## config.mk

```make
export PLATFORM = sky130hd
export DESIGN_NAME = uvs_div_cell
export DESIGN_NICKNAME = d
export VERILOG_FILES = /design/src/sv/uvs_pkg.sv /design/src/sv/uvs_div_cell.sv
export SDC_FILE = /design/constraint.sdc
export NUM_CORES = 1
export LEC_CHECK = 0
export BUFFER_PORTS_ARGS = -buffer_cell sky130_fd_sc_hd__buf_2
export CORE_AREA = 2 2 183 185
export DETAILED_ROUTE_END_ITERATION = 12
export DIE_AREA = 0 0 185 187
export GPL_TIMING_DRIVEN = 1
export PLACE_DENSITY = 0.46
export SLEW_MARGIN = 20
export SYNTH_ARGS = -nofsm -noshare
export SYNTH_HDL_FRONTEND = slang
export SYNTH_SLANG_ARGS = --single-unit
```

## constraint.sdc

```tcl
create_clock -name clk -period 4.9 [get_ports clk]
set_clock_uncertainty 0.2 [all_clocks]
set_input_delay 0.245 -clock clk [delete_from_list [all_inputs] [get_ports clk]]
set_output_delay 0.245 -clock clk [all_outputs]
set_load 0.05 [all_outputs]
```

## src/sv/uvs_pkg.sv

```systemverilog
// Types, constants and helper functions of the UV-sphere vertex generator
package uvs_pkg;

  localparam int IDX_W      = 12;
  localparam int POS_W      = 17;
  localparam int TEX_W      = 17;
  localparam int REM_W      = 7;   // grid side is a 7 bit register, so n-1 fits in 7 bits
  localparam int ANG_W      = 32;
  localparam int CW         = 34;  // CORDIC datapath width
  localparam int UNIT_W     = 32;  // Q1.30 sine/cosine after the CORDIC
  localparam int PROD_W     = 49;  // size (17 bit signed) times unit
  localparam int DIV_STEPS  = 32;
  localparam int TEX_STEP   = 16;
  localparam int THETA_STEP = 31;
  localparam int MAX_ATAN   = 24;

  localparam logic signed [CW-1:0] CORDIC_GAIN = 34'sd652032874;
  localparam logic signed [PROD_W-1:0] HALF_Q30_P = 49'sd536870912;
  localparam logic signed [63:0] HALF_Q30_W = 64'sd536870912;
  localparam logic signed [18:0] POS_MAX = 19'sd65535;
  localparam logic signed [18:0] POS_MIN = -19'sd65535;

  typedef enum logic [1:0] {
    REG_SIZE_X = 2'd0,
    REG_SIZE_Y = 2'd1,
    REG_SIZE_Z = 2'd2,
    REG_GRID   = 2'd3
  } cfg_reg_t;

  // Fields that ride along the whole pipe
  typedef struct packed {
    logic             pv;
    logic             qv;
    logic [IDX_W-1:0] idx;
    logic [IDX_W-1:0] below;
    logic [IDX_W-1:0] right;
    logic [IDX_W-1:0] diag;
    logic [TEX_W-1:0] tu;
    logic [TEX_W-1:0] tv;
  } side_t;

  // Long-division cell contents: row and column each divided by m
  typedef struct packed {
    side_t            side;
    logic [REM_W-1:0] m;
    logic [REM_W-1:0] rr;
    logic [REM_W-1:0] cr;
    logic [32:0]      rq;
    logic [32:0]      cq;
    logic [ANG_W-1:0] theta;
    logic [ANG_W-1:0] phi;
  } div_t;

  typedef struct packed {
    logic signed [CW-1:0] x;
    logic signed [CW-1:0] y;
    logic signed [CW-1:0] z;
  } rot_t;

  // CORDIC cell contents: both angles rotate side by side
  typedef struct packed {
    side_t      side;
    logic [1:0] tq;
    logic [1:0] pq;
    rot_t       th;
    rot_t       ph;
  } cor_t;

  // Arctangent of 2^-i in 2^-32 turns
  function automatic logic [ANG_W-1:0] atan_turn(input int unsigned i);
    logic [ANG_W-1:0] a;
    case (i)
      0:  a = 32'h20000000;  1:  a = 32'h12E4051E;  2:  a = 32'h09FB385B;
      3:  a = 32'h051111D4;  4:  a = 32'h028B0D43;  5:  a = 32'h0145D7E1;
      6:  a = 32'h00A2F61E;  7:  a = 32'h00517C55;  8:  a = 32'h0028BE53;
      9:  a = 32'h00145F2F;  10: a = 32'h000A2F98;  11: a = 32'h000517CC;
      12: a = 32'h00028BE6;  13: a = 32'h000145F3;  14: a = 32'h0000A2FA;
      15: a = 32'h0000517D;  16: a = 32'h000028BE;  17: a = 32'h0000145F;
      18: a = 32'h00000A30;  19: a = 32'h00000518;  20: a = 32'h0000028C;
      21: a = 32'h00000146;  22: a = 32'h000000A3;  23: a = 32'h00000051;
      default: a = '0;
    endcase
    return a;
  endfunction

  // Round-to-nearest correction: remainder plus half the divisor reaches the divisor
  function automatic logic rnd_up(input logic [REM_W-1:0] r, input logic [REM_W-1:0] m);
    return ({1'b0, r} + {2'b0, m[REM_W-1:1]}) >= {1'b0, m};
  endfunction

  // Round a Q1.30 by Q8.8 product to Q8.8 and clamp to +-65535
  function automatic logic [POS_W-1:0] sat_pos(input logic signed [PROD_W-1:0] p);
    logic signed [PROD_W-1:0] s;
    logic signed [18:0]       v;
    s = p + HALF_Q30_P;
    v = s[48:30];
    if (v > POS_MAX) v = POS_MAX;
    if (v < POS_MIN) v = POS_MIN;
    return v[POS_W-1:0];
  endfunction

endpackage

```

## src/sv/uvs_div_cell.sv

```systemverilog
// One restoring long-division cell: one quotient bit each for row/m and col/m
module uvs_div_cell
  import uvs_pkg::*;
#(
  parameter int STEP = 1
) (
  input  logic clk,
  input  logic rst_n,
  input  logic en,
  input  logic in_vld,
  input  div_t in_d,
  output logic out_vld,
  output div_t out_d
);

  logic             vld_r;
  div_t             d_r, d_nxt;
  logic [REM_W:0]   rt, ct;
  logic             rge, cge;

  // shift in a zero bit, subtract m when it fits
  always_comb begin
    d_nxt = in_d;
    rt    = {in_d.rr, 1'b0};
    ct    = {in_d.cr, 1'b0};
    rge   = rt >= {1'b0, in_d.m};
    cge   = ct >= {1'b0, in_d.m};
    d_nxt.rr = rge ? REM_W'(rt - {1'b0, in_d.m}) : rt[REM_W-1:0];
    d_nxt.cr = cge ? REM_W'(ct - {1'b0, in_d.m}) : ct[REM_W-1:0];
    d_nxt.rq = {in_d.rq[31:0], rge};
    d_nxt.cq = {in_d.cq[31:0], cge};
    // texture coordinates: sixteen fraction bits done
    if (STEP == TEX_STEP) begin
      d_nxt.side.tu = in_d.side.pv ?
        TEX_W'(d_nxt.cq[TEX_W-1:0] + TEX_W'(rnd_up(d_nxt.cr, in_d.m))) : '0;
      d_nxt.side.tv = in_d.side.pv ?
        TEX_W'(d_nxt.rq[TEX_W-1:0] + TEX_W'(rnd_up(d_nxt.rr, in_d.m))) : '0;
    end
    // latitude angle is a half turn scale
    if (STEP == THETA_STEP) begin
      d_nxt.theta = d_nxt.rq[ANG_W-1:0] + ANG_W'(rnd_up(d_nxt.rr, in_d.m));
    end
    // longitude angle is a full turn scale, wrapping
    if (STEP == DIV_STEPS) begin
      d_nxt.phi = d_nxt.cq[ANG_W-1:0] + ANG_W'(rnd_up(d_nxt.cr, in_d.m));
    end
  end

  always_ff @(posedge clk) begin
    if (!rst_n) begin
      vld_r <= 1'b0;
    end else if (en) begin
      vld_r <= in_vld;
    end
  end

  always_ff @(posedge clk) begin
    if (en) begin
      d_r <= d_nxt;
    end
  end

  assign out_vld = vld_r;
  assign out_d   = d_r;

endmodule

```

==> summary.txt <==
Leak - 6.06 nW
Initial Utilization - 24.4%
CTS HTree Levels - 1
CP Data Required Time - 5010 ps
vias after detailed routing - 6107
DRT Wirelength - 26.6 mm
final hold vios - 0
# DRC - 0
XOR/XNOR Fraction of Synth Area - 0.438%
RSZ-0062 raised after global routing - no
CP Launch Type - primary input
Slowest cell on crit path - a2111oi_4
standard-cell rows - 67
worst hold path type - primary input to flop
largest family of logic cells by synthesized area - compound AO/OA/AOI/OAI gates
DP Worst Slack - 2020 ps
crit-path leading delay family - buffers and inverters
CTS tree - built
Overall Global Routing Usage - 14.6%
hpwl dp - 18.7 mm
Max-slew headroom - 38.9%
Setup violations, final - 0
Initial DRC Count - 194
clock latency on the worst-skew pair - 530 ps
Synth async-reset ratio - 0%
total gr overflow - 0
n_diodes - 0
setup TNS - 0 ps
Top FF cell, synth - edfxtp_1
Comb power frac - 20.2%
drt pass-1 iters - 4
sequential share of power - 41.9%
area leader, netlist - edfxtp_1
top post-synthesis cells by area - edfxtp_1, ha_1, mux2_2
Reg clk slew, reported paths - 70 ps
chip height - 187 um
Worst VDD drop - 0.245 mV
Synthesized Nets - 610
Simple-Gate Fraction of Synth Area - 2.69%
CP Class - primary input to flop
maxcap violations - 0
proportion of synthesized area in mux cells - 1.78%
# clock sinks - 236
Layout area overhead - 78.8%
Post-Syn Area - 8000 um2
Avg WL per Cell - 17.0 um
outcome - finished, final reports clean
first-pass GRT wire length - 37.9 mm
Worst EP arrival - 3230 ps
Worst-Margin Slew - 917 ps
vias in the first global route - 6434
Die X - 185 um
GP Congestion - 0.764
PwrDens - 408 nW/um2
Int Power - 0.00413 W
PortBufs - 472
crit path buf inv count - 5
number of distinct library cells after synthesis - 34
Crit. End Element - flop
Non-Filler Instances - 1563
share of layout cells above drive strength 1 - 48.3%
cells after synthesis - 355
area fraction in compound gates after synthesis - 3.13%
Synth Area in Adders - 2.69%
Num CTS Buffers - 28
fin crit share - 63.7%
CP max FO - 8
Synth top area share - 88.2%
fmax - 320 MHz
sequential cell area fraction in the yosys report - 88.4%
DIE AREA - 34600 um2
critical path cell sequence - dlygate4sd3_1 -> buf_2 -> inv_1 -> fa_1 -> o21ai_2 -> a211oi_1 -> a2111oi_4 -> dlygate4sd3_1 -> inv_1
sw frac - 29.3%
antenna-violating nets left - 0
delay of the slowest critical-path stage - 670 ps
largest net degree at the start of global routing - 116
core area - 32900 um2
Final Slew Violations - 0
#FFs+latches synth - 236
Bufs on Longest Clock Path - 3
initial antenna violation count - 1
Tmin final - 3120 ps
fin util - 43.5%
clock power share - 37.9%
Ys Warns - 0
root cell of the clock tree - clkbuf_16
vias per cell - 3.91
final worst slack - 1780 ps
Final #Nets - 1349
Psw - 0.00171 W
Fillers - 3051
Resized cells post-CTS - 0
DP Cell Count - 1276
Mean Syn Cell Area - 22.5 um2
I/O pin cnt - 475
number of synthesized flops with an enable pin - 235
layout make-up:
| type | instances | area, um2 | area share [%] |
|---|---|---|---|
| sequential | 236 | 7080 | 49.5 |
| timing repair buffer | 710 | 4760 | 33.3 |
| multi-input combinational | 101 | 858 | 6.00 |
| clock buffer | 33 | 761 | 5.32 |
| tap | 448 | 561 | 3.92 |
| clock inverter | 18 | 228 | 1.59 |
| inverter | 17 | 63.8 | 0.446 |
synthesized netlist by cell type (3+ instances only):
library cell / instances
a211oi_1: 5
a21o_1: 4
a21oi_1: 3
edfxtp_1: 235
ha_1: 14
inv_1: 17
mux2_2: 10
mux2i_1: 3
nand2_1: 3
nand2b_1: 4
nor2_1: 13
nor2b_1: 3
o211ai_1: 3
o21ai_0: 7
or3b_2: 4
registers in the layout (all words and copies together) (netlist names):
| name | count |
|---|---|
| out_vld | 1 |
| out_d | 235 |
placed cells by master (no fill, tap or decap), types with 4 or more instances in the layout:
cell and count:
edfxtp_1 235, bufinv_16 5, mux2_2 10, a21o_1 4
dlygate4sd3_1 236, clkbuf_16 29, clkinv_2 5, ha_1 14
nand2b_1 4, nor2_1 13, or3b_2 4, buf_2 471
o21ai_0 7, a211oi_1 5, inv_1 17
metrics by stage:
step / total power [W] / cell area, um2 / hold WS, ps
after floorplan: 0.00318 / 8000 / 144
after global placement: 0.00352 / 11000 / 222
after detailed placement: 0.00352 / 11000 / 223
after CTS: 0.00592 / 14300 / 140
after global routing: 0.00606 / 14300 / 129
final: 0.00585 / 14300 / 103
path summary, 6_finish.rpt:
kind	startpoint	endpoint	slack, ps	cells past startpoint
min reg2reg	out_vld$_SDFFE_PN0P_	out_vld$_SDFFE_PN0P_	870	3
min	en	out_d[60]$_DFFE_PP_	100	1
max	in_d[144]	out_d[64]$_DFFE_PP_	1780	9
max reg2reg	out_vld$_SDFFE_PN0P_	out_vld$_SDFFE_PN0P_	3550	3
power by group through the flow:
stage / combinational, W / sequential, W / clock (W)
floorplan: 0.0000937 / 0.00309 / 0
global placement: 0.00103 / 0.00249 / 0
detailed placement: 0.00103 / 0.00249 / 0
CTS: 0.00119 / 0.00245 / 0.00229
global route: 0.00123 / 0.00247 / 0.00236
finish: 0.00118 / 0.00245 / 0.00221
cell families (layout without fill, tap and decap cells):
group	after synthesis	in the layout
fa+ha+maj	16	16
buf+inv	18	778
mux	13	13
simple gates	35	35
xor+xnor	4	4
flops	236	236
compound gates	33	33
layer usage:
layer / GRT usage, % / vias to the layer above / share of wire (%)
met5: 0 / - / 0.034
met4: 5.53 / 2 / 3.2
met3: 4.07 / 48 / 8.0
met2: 25.8 / 269 / 50
met1: 16.6 / 2889 / 39
li1: - / 2899 / -
what timing repair did:
| action | CTS | global route |
|---|---|---|
| endpoints found under the hold margin | 236 | 0 |
| hold buffers | 236 | 0 |
| setup buffers | 0 | 0 |
| endpoints found under the setup margin | 0 | 0 |
Note: power is estimated with default switching activity, not from simulation.
