**src/sv/uvs_pkg.sv**
```systemverilog
// Types, constants and helper functions of the UV-sphere vertex generator
package uvs_pkg;

  localparam int IDX_W      = 12;
  localparam int POS_W      = 17;
  localparam int TEX_W      = 17;
  localparam int REM_W      = 7;   // grid side is a 7 bit register, so n-1 fits in 7 bits
  localparam int ANG_W      = 32;
  localparam int CW         = 34;  // CORDIC datapath width
  localparam int UNIT_W     = 32;  // Q1.30 sine/cosine after the CORDIC
  localparam int PROD_W     = 49;  // size (17 bit signed) times unit
  localparam int DIV_STEPS  = 32;
  localparam int TEX_STEP   = 16;
  localparam int THETA_STEP = 31;
  localparam int MAX_ATAN   = 24;

  localparam logic signed [CW-1:0] CORDIC_GAIN = 34'sd652032874;
  localparam logic signed [PROD_W-1:0] HALF_Q30_P = 49'sd536870912;
  localparam logic signed [63:0] HALF_Q30_W = 64'sd536870912;
  localparam logic signed [18:0] POS_MAX = 19'sd65535;
  localparam logic signed [18:0] POS_MIN = -19'sd65535;

  typedef enum logic [1:0] {
    REG_SIZE_X = 2'd0,
    REG_SIZE_Y = 2'd1,
    REG_SIZE_Z = 2'd2,
    REG_GRID   = 2'd3
  } cfg_reg_t;

  // Fields that ride along the whole pipe
  typedef struct packed {
    logic             pv;
    logic             qv;
    logic [IDX_W-1:0] idx;
    logic [IDX_W-1:0] below;
    logic [IDX_W-1:0] right;
    logic [IDX_W-1:0] diag;
    logic [TEX_W-1:0] tu;
    logic [TEX_W-1:0] tv;
  } side_t;

  // Long-division cell contents: row and column each divided by m
  typedef struct packed {
    side_t            side;
    logic [REM_W-1:0] m;
    logic [REM_W-1:0] rr;
    logic [REM_W-1:0] cr;
    logic [32:0]      rq;
    logic [32:0]      cq;
    logic [ANG_W-1:0] theta;
    logic [ANG_W-1:0] phi;
  } div_t;

  typedef struct packed {
    logic signed [CW-1:0] x;
    logic signed [CW-1:0] y;
    logic signed [CW-1:0] z;
  } rot_t;

  // CORDIC cell contents: both angles rotate side by side
  typedef struct packed {
    side_t      side;
    logic [1:0] tq;
    logic [1:0] pq;
    rot_t       th;
    rot_t       ph;
  } cor_t;

  // Arctangent of 2^-i in 2^-32 turns
  function automatic logic [ANG_W-1:0] atan_turn(input int unsigned i);
    logic [ANG_W-1:0] a;
    case (i)
      0:  a = 32'h20000000;  1:  a = 32'h12E4051E;  2:  a = 32'h09FB385B;
      3:  a = 32'h051111D4;  4:  a = 32'h028B0D43;  5:  a = 32'h0145D7E1;
      6:  a = 32'h00A2F61E;  7:  a = 32'h00517C55;  8:  a = 32'h0028BE53;
      9:  a = 32'h00145F2F;  10: a = 32'h000A2F98;  11: a = 32'h000517CC;
      12: a = 32'h00028BE6;  13: a = 32'h000145F3;  14: a = 32'h0000A2FA;
      15: a = 32'h0000517D;  16: a = 32'h000028BE;  17: a = 32'h0000145F;
      18: a = 32'h00000A30;  19: a = 32'h00000518;  20: a = 32'h0000028C;
      21: a = 32'h00000146;  22: a = 32'h000000A3;  23: a = 32'h00000051;
      default: a = '0;
    endcase
    return a;
  endfunction

  // Round-to-nearest correction: remainder plus half the divisor reaches the divisor
  function automatic logic rnd_up(input logic [REM_W-1:0] r, input logic [REM_W-1:0] m);
    return ({1'b0, r} + {2'b0, m[REM_W-1:1]}) >= {1'b0, m};
  endfunction

  // Round a Q1.30 by Q8.8 product to Q8.8 and clamp to +-65535
  function automatic logic [POS_W-1:0] sat_pos(input logic signed [PROD_W-1:0] p);
    logic signed [PROD_W-1:0] s;
    logic signed [18:0]       v;
    s = p + HALF_Q30_P;
    v = s[48:30];
    if (v > POS_MAX) v = POS_MAX;
    if (v < POS_MIN) v = POS_MIN;
    return v[POS_W-1:0];
  endfunction

endpackage

```
**src/sv/uvs_cordic_cell.sv**
```systemverilog
// One CORDIC rotation cell, working on the latitude and longitude angles together
module uvs_cordic_cell
  import uvs_pkg::*;
#(
  parameter int STAGE = 0
) (
  input  logic clk,
  input  logic rst_n,
  input  logic en,
  input  logic in_vld,
  input  cor_t in_d,
  output logic out_vld,
  output cor_t out_d
);

  localparam logic signed [CW-1:0] ATAN = $signed({2'b00, atan_turn(STAGE)});

  logic vld_r;
  cor_t d_r, d_nxt;

  function automatic rot_t rot(input rot_t a);
    rot_t b;
    logic signed [CW-1:0] dx, dy;
    dx = $signed(a.y) >>> STAGE;
    dy = $signed(a.x) >>> STAGE;
    if (!a.z[CW-1]) begin
      b.x = $signed(a.x) - dx;
      b.y = $signed(a.y) + dy;
      b.z = $signed(a.z) - ATAN;
    end else begin
      b.x = $signed(a.x) + dx;
      b.y = $signed(a.y) - dy;
      b.z = $signed(a.z) + ATAN;
    end
    return b;
  endfunction

  // rotate towards zero residual angle
  always_comb begin
    d_nxt    = in_d;
    d_nxt.th = rot(in_d.th);
    d_nxt.ph = rot(in_d.ph);
  end

  always_ff @(posedge clk) begin
    if (!rst_n) begin
      vld_r <= 1'b0;
    end else if (en) begin
      vld_r <= in_vld;
    end
  end

  always_ff @(posedge clk) begin
    if (en) begin
      d_r <= d_nxt;
    end
  end

  assign out_vld = vld_r;
  assign out_d   = d_r;

endmodule

```
**config.mk**
```make
export PLATFORM = sky130hd
export DESIGN_NAME = uvs_cordic_cell
export DESIGN_NICKNAME = d
export VERILOG_FILES = /design/src/sv/uvs_pkg.sv /design/src/sv/uvs_cordic_cell.sv
export SDC_FILE = /design/constraint.sdc
export NUM_CORES = 1
export LEC_CHECK = 0
export ABC_AREA = 1
export BUFFER_PORTS_ARGS = -buffer_cell sky130_fd_sc_hd__buf_2
export CORE_AREA = 2 2 227 229
export DETAILED_ROUTE_END_ITERATION = 10
export DIE_AREA = 0 0 229 231
export GPL_TIMING_DRIVEN = 0
export PLACE_DENSITY = 0.71
export SKIP_LAST_GASP = 1
export SLEW_MARGIN = 30
export SYNTH_ARGS = -nofsm -noshare
export SYNTH_HDL_FRONTEND = slang
export SYNTH_SLANG_ARGS = --single-unit
```
**constraint.sdc**
```tcl
create_clock -name clk -period 5.2 [get_ports clk]
set_input_delay 0.78 -clock clk [delete_from_list [all_inputs] [get_ports clk]]
set_output_delay 0.78 -clock clk [all_outputs]
set_load 0.02 [all_outputs]
```
==> summary.txt, run 1 <==
Outcome
  – Status: finished clean

Finish
  – Multi-input logic area: 12,500 µm²
  – FF/Latch Area: 8730 µm²
  – Fillcell total: between 5,000 and 6,000
  – Fin util: 0.563
  – Share of layout cells above drive strength 1: 0.194
  – Final nets: about 4,400
  – Area grow syn2layout: 20.7%

Power and ir drop
  – Static Leak: ~14 nW
  – Worst IR Drop VDD: between 0.2 and 0.25 mV
  – PwrDens: approximately 280 nW/µm²

CTS
  – Post-CTS Setup Bufs: 0
  – Clk slew on worst S/H paths: about 0.060 ns
  – Post-CTS resize count: 0
  – Worst skew pair latency: slightly above 0.6 ns
  – Clock Path Buffers: 3
  – Clk root buf: clkbuf_16
  – CTS H-tree depth: 1
  – TritonCTS clock tree: yes
  – Num CTS Buffers: 31
  – Hold_buf cts: 0
  – CTS sink count: 291

Drt
  – Residual DRC: 0
  – 1st-iter DRT viols: slightly above 3,000
  – Avg Vias per Cell: 5.54
  – WL final: 109,000 µm
  – Via count: 25,300
  – WL/cell: 24.0 µm
  – Drt first pass iters: 8
  – Final ANT Viol Nets: 0

Place
  – Pre-CTS setup slack: about 1.9 ns
  – Post-DP HPWL: between 90,000 and 100,000 µm
  – I/O Buffers: just under 600
  – Gp weighted congestion: 1.03

GRT
  – Largest net degree at the start of global routing: 87
  – All-layer global routing usage: 0.399
  – First-pass GRT wire length: about 150,000 µm
  – Antenna violations before repair: 19
  – GRT overflow: 0
  – Vias in the first global route: between 20,000 and 25,000

Critical path
  – Reg2reg path depth: 2
  – Worst Path Arrival: roughly 3.2 ns
  – CP endpoint kind: register
  – Worst Setup SP: in_d[145]
  – Crit path max fanout: 10
  – Reg-to-Reg End: out_vld
  – Critical path class: in2reg
  – Nature of the critical path startpoint: primary input
  – Reg2Reg Setup Slack: approximately 4.6 ns
  – Critical path required time: 5.51 ns
  – R2r startpoint: out_vld
  – Worst Setup EP: out_d[154]

Timing
  – Post-route clock skew: 0 ns
  – Final setup viols: 0
  – Relative slew margins: 0.292
  – RSZ-0062 raised after global routing: false
  – Slew @ Worst Pin: about 1.1 ns
  – Worst setup margin: 2.30 ns
  – Final hold vios: 0
  – Crit share post-route: 0.557
  – Final TNS setup: 0 ns
  – Final min period: between 2 and 3 ns
  – Max Fclk: roughly 350 MHz
  – Fin. max-slew vios: 0

Synth
  – Top cell type's share of synthesized area: 0.368
  – Yosys cell types: 48
  – Synth top cells by count: nand2_1, inv_1, nand3_1
  – Post-synth top area cell: edfxtp_1
  – Post-synth EDFFs: 290
  – Seq/Total Area, Yosys: 0.369
  – Main synth FF type: edfxtp_1
  – Post-Syn Area per Cell: approximately 7.3 µm²
  – Synth Register Bits: ~290
  – Mapped cell area: 23,600 µm²
  – Async S/R FF share, synth: 0
  – YS warnings: 0
  – Cells after synthesis: 3,224
  – Syn_nets: ~3,700
  – Top post-synthesis cells by area: edfxtp_1, nand2_1, ha_1, inv_1, nand3_1
  – Most frequent cell after synthesis: nand2_1

Worst hold path
  – Type of the most critical hold path: in2reg

Die
  – # rows: between 80 and 90
  – Die area: ~53,000 µm²
  – I/O pin cnt: between 500 and 600
  – Initial Util: 0.466
  – Chip width: between 200 and 250 µm
  – Die H: between 200 and 250 µm
  – Core Region: about 50,000 µm²

Run
  – Max-Cap Viols: 0
==> cell type report <==
class	count	share of cell area
Clock inverter	19	0.00693
Multi-Input combinational cell	2368	0.439
Clock buffer	36	0.0278
Antenna cell	10	0.000877
Timing Repair Buffer	590	0.106
Inverter	475	0.0625
Sequential cell	291	0.306
Tap cell	680	0.0298
Buffer	90	0.0207
==> flip-flops by register name (all words and copies together), names as in the netlist <==
| name | flops |
|---|---|
| out_d | 290 |
| out_vld | 1 |
==> per-layer routing <==
metal	GRT usage	vias to the layer above	wire length (µm)
li1	-	11800	-
met5	0	-	15
met4	0.187	2	5700
met3	0.0736	279	10900
met2	0.660	1496	49900
met1	0.505	11700	42800
==> worst max-delay path, stage by stage <==
cell	delay [ns]
buf_2	0.15
inv_1	0.06
ha_1	0.30
buf_4	0.18
a21oi_1	0.24
o21ai_0	0.21
nand3b_1	0.33
a21oi_1	0.24
nor2_1	0.05
o21ai_0	0.65
==> worst min path at each step <==
stage / start / to / slack, ns / cells past startpoint
after detailed placement: out_vld / out_vld / 0.53 / 2
after floorplan: out_vld / out_vld / 0.61 / 2
after global routing: in_d[117] / out_d[117] / 0.32 / 1
after global placement: out_vld / out_vld / 0.53 / 2
after CTS: in_d[206] / out_d[206] / 0.31 / 1
final: in_d[28] / out_d[28] / 0.34 / 1
==> kinds of logic after synthesis <==
kind of cell	Yosys count	share of synthesized area
AO/OA/AOI/OAI	487	0.110
XOR/XNOR	56	0.0207
adder cells (fa/ha/maj)	212	0.115
buffers and inverters	565	0.100
flip-flops	291	0.369
multiplexers	2	0.000847
AND/OR/NAND/NOR	1611	0.285
==> through the flow <==
step / hold WS (ns) / std cells / power [W] / instance area [µm²]
2_1_floorplan: 0.606 / 3224 / 0.00468 / 23600
3_3_place_gp: 0.527 / 4491 / 0.00583 / 27400
3_5_place_dp: 0.531 / 4494 / 0.00582 / 27500
4_1_cts: 0.314 / 4549 / 0.00807 / 28500
5_1_grt: 0.325 / 4556 / 0.00843 / 28500
6_report: 0.338 / 4559 / 0.00811 / 28500
==> report_power, final <==
group | switching [W] | internal (W) | total, W
Clock | 0.000991 | 0.00125 | 0.00224
Sequential | 0.0000888 | 0.00291 | 0.00299
Combinational | 0.00205 | 0.000833 | 0.00288
Total | 0.00313 | 0.00498 | 0.00811
==> layout by cell type, fill, tap and decap left out, types with 9 or more instances in the layout <==
master,count
o21ai_0,177
clkbuf_1,21
nor2_1,264
nand4_1,27
buf_4,28
inv_1,466
clkbuf_16,31
nor3_1,29
a21oi_1,234
ha_1,204
xor2_1,53
or2_2,9
nand2_1,919
o21bai_1,28
nand3_1,323
buf_2,613
diode_2,10
edfxtp_1,290
o21ai_1,12
No activity file was read; power rests on OpenSTA's default activity.
==> run 2: changes to the inputs <==
- ABC_AREA: 1 -> 0
- CORE_AREA: 2 2 227 229 -> 2 2 230 232
- DIE_AREA: 0 0 229 231 -> 0 0 232 234
- PLACE_DENSITY: 0.71 -> 0.63
- clock period: 5.2 -> 2.7 ns (I/O delays scaled with it)
==> run 2 against run 1 <==
Effect of this change:
- the run now ends with negative setup slack left
- final area shrank 3.0%
- first-iteration DRC count shrank 42%
- setup slack got worse by 2.4 ns
- core utilization down 3.1 points
- via count fell by 20%
==> summary.txt, run 2 <==
Synth
  – Yosys cell types: 78 (+63%)
  – Async S/R FF share, synth: 0 (unchanged)
  – Post-synth top area cell: edfxtp_1
  – Synth Register Bits: 291 (unchanged)
  – Most frequent cell after synthesis: edfxtp_1
  – Synth top cells by count: edfxtp_1, a21oi_1, inv_1
  – Top post-synthesis cells by area: edfxtp_1, ha_1, a21oi_1, xnor2_1, inv_1
  – Post-Syn Area per Cell: 9.60 µm² (+31%)
  – Syn_nets: 2,652 (-29%)
  – Mapped cell area: 20,600 µm² (-13%)
  – Post-synth EDFFs: 290 (unchanged)
  – Main synth FF type: edfxtp_1
  – Cells after synthesis: 2,144 (-33%)
  – Seq/Total Area, Yosys: 0.424 (+0.0547)
  – YS warnings: 0 (unchanged)
  – Top cell type's share of synthesized area: 0.423 (+0.0546)

GRT
  – All-layer global routing usage: 0.310 (-0.0883)
  – GRT overflow: 0 (unchanged)
  – First-pass GRT wire length: 125,000 µm (-19%)
  – Largest net degree at the start of global routing: 93 (+6.9%)
  – Antenna violations before repair: 25 (+6)
  – Vias in the first global route: 19,200 (-18%)

Finish
  – Share of layout cells above drive strength 1: 0.323 (+0.129)
  – Final nets: 3,358 (-23%)
  – Final instance area: 27,700 µm² (-3.0%)
  – Commonest non-fill, non-tap cells in the layout: buf_2, edfxtp_1, a21oi_1
  – Fin util: 0.532 (-0.0308)
  – Max reg flops: 290 (unchanged)
  – Most common cell after layout, fill and taps aside: buf_2
  – Area grow syn2layout: 34.5%

Power and ir drop
  – Seq pwr share: 0.369 (about the same)
  – Int Power: 0.0103 W (+110%)
  – Worst IR Drop VDD: 0.472 mV (+94%)
  – PwrDens: 575 nW/µm² (+100%)
  – Comb power frac: 0.343 (-0.012)
  – Switch share: 0.356 (-0.0297)
  – Clk pwr share: 0.287 (+0.011)
  – Total power: 0.0159 W (+96%)
  – Psw: 0.00567 W (+81%)
  – Static Leak: 11.9 nW (-17%)

Place
  – Post-DP HPWL: 70,500 µm (-23%)
  – Gp weighted congestion: 1.02 (-1.5%)
  – Pre-CTS setup slack: -1.20 ns (-3.05 ns)
  – Post-DP Area: 24,600 µm² (-11%)
  – I/O Buffers: 587 (unchanged)

Drt
  – WL final: 88,700 µm (-19%)
  – Avg Vias per Cell: 5.68 (+2.5%)
  – WL/cell: 24.8 µm (+3.5%)
  – Via count: 20,300 (-20%)
  – Residual DRC: 0 (unchanged)
  – 1st-iter DRT viols: 1,765 (-42%)
  – Drt first pass iters: 5 (-3)
  – Final ANT Viol Nets: 0 (unchanged)

Timing
  – Slew @ Worst Pin: 1.04 ns (-0.0184 ns)
  – Fin. max-slew vios: 0 (unchanged)
  – Post-route clock skew: 0 ns (unchanged)
  – Final min period: approximately 2.8 ns
  – Final hold vios: 0 (unchanged)
  – Worst setup margin: -0.0701 ns (-2.37 ns)
  – Final setup viols: 2 (+2)
  – Max Fclk: between 300 and 400 MHz
  – Crit share post-route: 1.03
  – Hold WS: 0.0272 ns (-0.311 ns)
  – Relative slew margins: 0.305 (+0.0123)
  – RSZ-0062 raised after global routing: true

CTS
  – Num CTS Buffers: 34 (+9.7%)
  – TritonCTS clock tree: yes
  – CTS H-tree depth: 2 (+1)
  – CTS sink count: 291 (unchanged)
  – Worst skew pair latency: 0.55 ns (-0.06 ns)
  – Clock Path Buffers: 3 (unchanged)
  – Clk slew on worst S/H paths: 0.06 ns (about the same)
  – Clk root buf: clkbuf_16

Worst hold path
  – Hold endpoint: out_d[9]
  – Hold path depth: 1 (unchanged)
  – Hold wc startpoint: in_d[9]
  – Type of the most critical hold path: in2reg

Critical path
  – Reg2Reg Setup Slack: 2.12 ns (-2.45 ns)
  – Reg-to-Reg End: out_vld
  – Worst Path Arrival: 3.10 ns (-0.10 ns)
  – Crit path largest cell delay: 0.68 ns (+0.03 ns)
  – CP endpoint kind: register
  – Crit path max fanout: 10 (unchanged)
  – Reg2reg path depth: 2 (unchanged)
  – CP Buf/Inv Count: 4 (+1)
  – Critical path required time: 3.03 ns (-2.48 ns)
  – R2r startpoint: out_vld
  – Worst path slowest cell: buf_1
  – Nature of the critical path startpoint: primary input
  – CP cell instances: clkbuf_1 > clkbuf_1 > clkbuf_2 > buf_1 > a31oi_1 > xnor2_1
  – Crit path top cell by count: clkbuf_1
  – CP delay by family, top: buffers and inverters
  – Critical path class: in2reg

Outcome
  – Failing checks: negative setup slack
  – Status: complete, but fails checks

Run
  – Max-Cap Viols: 0 (unchanged)

Die
  – # rows: 84 (+1.2%)
  – Core Region: 52,000 µm² (+2.7%)
  – Chip width: 232 µm (+1.3%)
  – Die area: 54,300 µm² (+2.6%)
  – Die H: 234 µm (+1.3%)
  – I/O pin cnt: 589 (unchanged)
  – Initial Util: 0.396 (-0.0708)
[run 2: cell count changes after synthesis, sizes merged, moves of 25 or more]
cell    delta
nand2    -820
nand3    -293
inv      -264
xnor2    +109
nor2     -104
o21ai     -43
a21o      +36
xor2      -34
clkbuf    +29
buf       -28
nand2b    +25
nor2b     +25
[run 2: logic make-up (layout without fill, tap and decap cells)]
family          count (synthesis)  in the layout  share of synthesized area
other cells                     0             14                          0
flops                         291            291                      0.424
fa+ha+maj                     212            212                      0.132
xor+xnor                      131            131                     0.0557
simple gates                  501            501                      0.116
compound gates                681            681                      0.205
buf+inv                       308           1037                     0.0578
mux                            20             20                    0.00972
[run 2: area by class of cell]
type,instances,area [µm²]
clock buffers,40,873
plain buffers,87,495
repair buffers,674,3830
flip-flops and latches,291,8730
fillers,4814,24300
diodes,14,35.0
multi-input cells,1545,11800
clock inverters,19,220
well taps,688,861
inverters,217,835
[run 2: what timing repair did]
item                                    4_1_cts  5_1_grt
endpoints found under the setup margin       77       57
gates cloned                                  0        1
endpoints found under the hold margin        35        0
resized for setup                           129      167
buffers inserted                             23       26
pin swaps                                    43       69
hold buffers                                 35        0
[run 2: worst max-delay path by stage]
stage             start        end  slack [ns]  cells after the start
5_1_grt        in_d[52]  out_d[63]       -0.10                     12
3_5_place_dp   in_d[41]  out_d[95]       -1.20                     12
4_1_cts        in_d[59]  out_d[67]       -0.12                     11
6_report       in_d[33]  out_d[87]       -0.07                      6
3_3_place_gp         en    out_vld       -3.02                      3
2_1_floorplan  in_d[34]  out_d[60]       -0.16                     11
[run 2: power by group through the flow]
| stage | Combinational [W] | Clock (W) | Sequential [W] |
|---|---|---|---|
| 3_3_place_gp | 0.00484 | 0 | 0.00600 |
| 2_1_floorplan | 0.00220 | 0 | 0.00666 |
| 5_1_grt | 0.00579 | 0.00485 | 0.00592 |
| 3_5_place_dp | 0.00484 | 0 | 0.00596 |
| 4_1_cts | 0.00512 | 0.00469 | 0.00589 |
| 6_report | 0.00547 | 0.00457 | 0.00588 |
[run 2: through the flow]
step,cells,TNS [ns]
floorplan,2144,-0.374
finish,3575,-0.0910
global placement,3419,-916.13
global route,3569,-0.610
CTS,3537,-0.223
detailed placement,3422,-74.00
[run 2: routing by layer]
| layer | global-route usage | share of wire | vias to the layer above |
|---|---|---|---|
| li1 | - | - | 9182 |
| met1 | 0.401 | 0.41 | 9821 |
| met2 | 0.507 | 0.46 | 1091 |
| met3 | 0.0762 | 0.094 | 218 |
| met4 | 0.109 | 0.039 | 10 |
| met5 | 0 | 0.00076 | - |
[run 2: worst register-to-register path: stages (launching register included)]
cell and delay, ns:
dfxtp_1 0.31, mux2i_1 0.12, nor2b_1 0.05
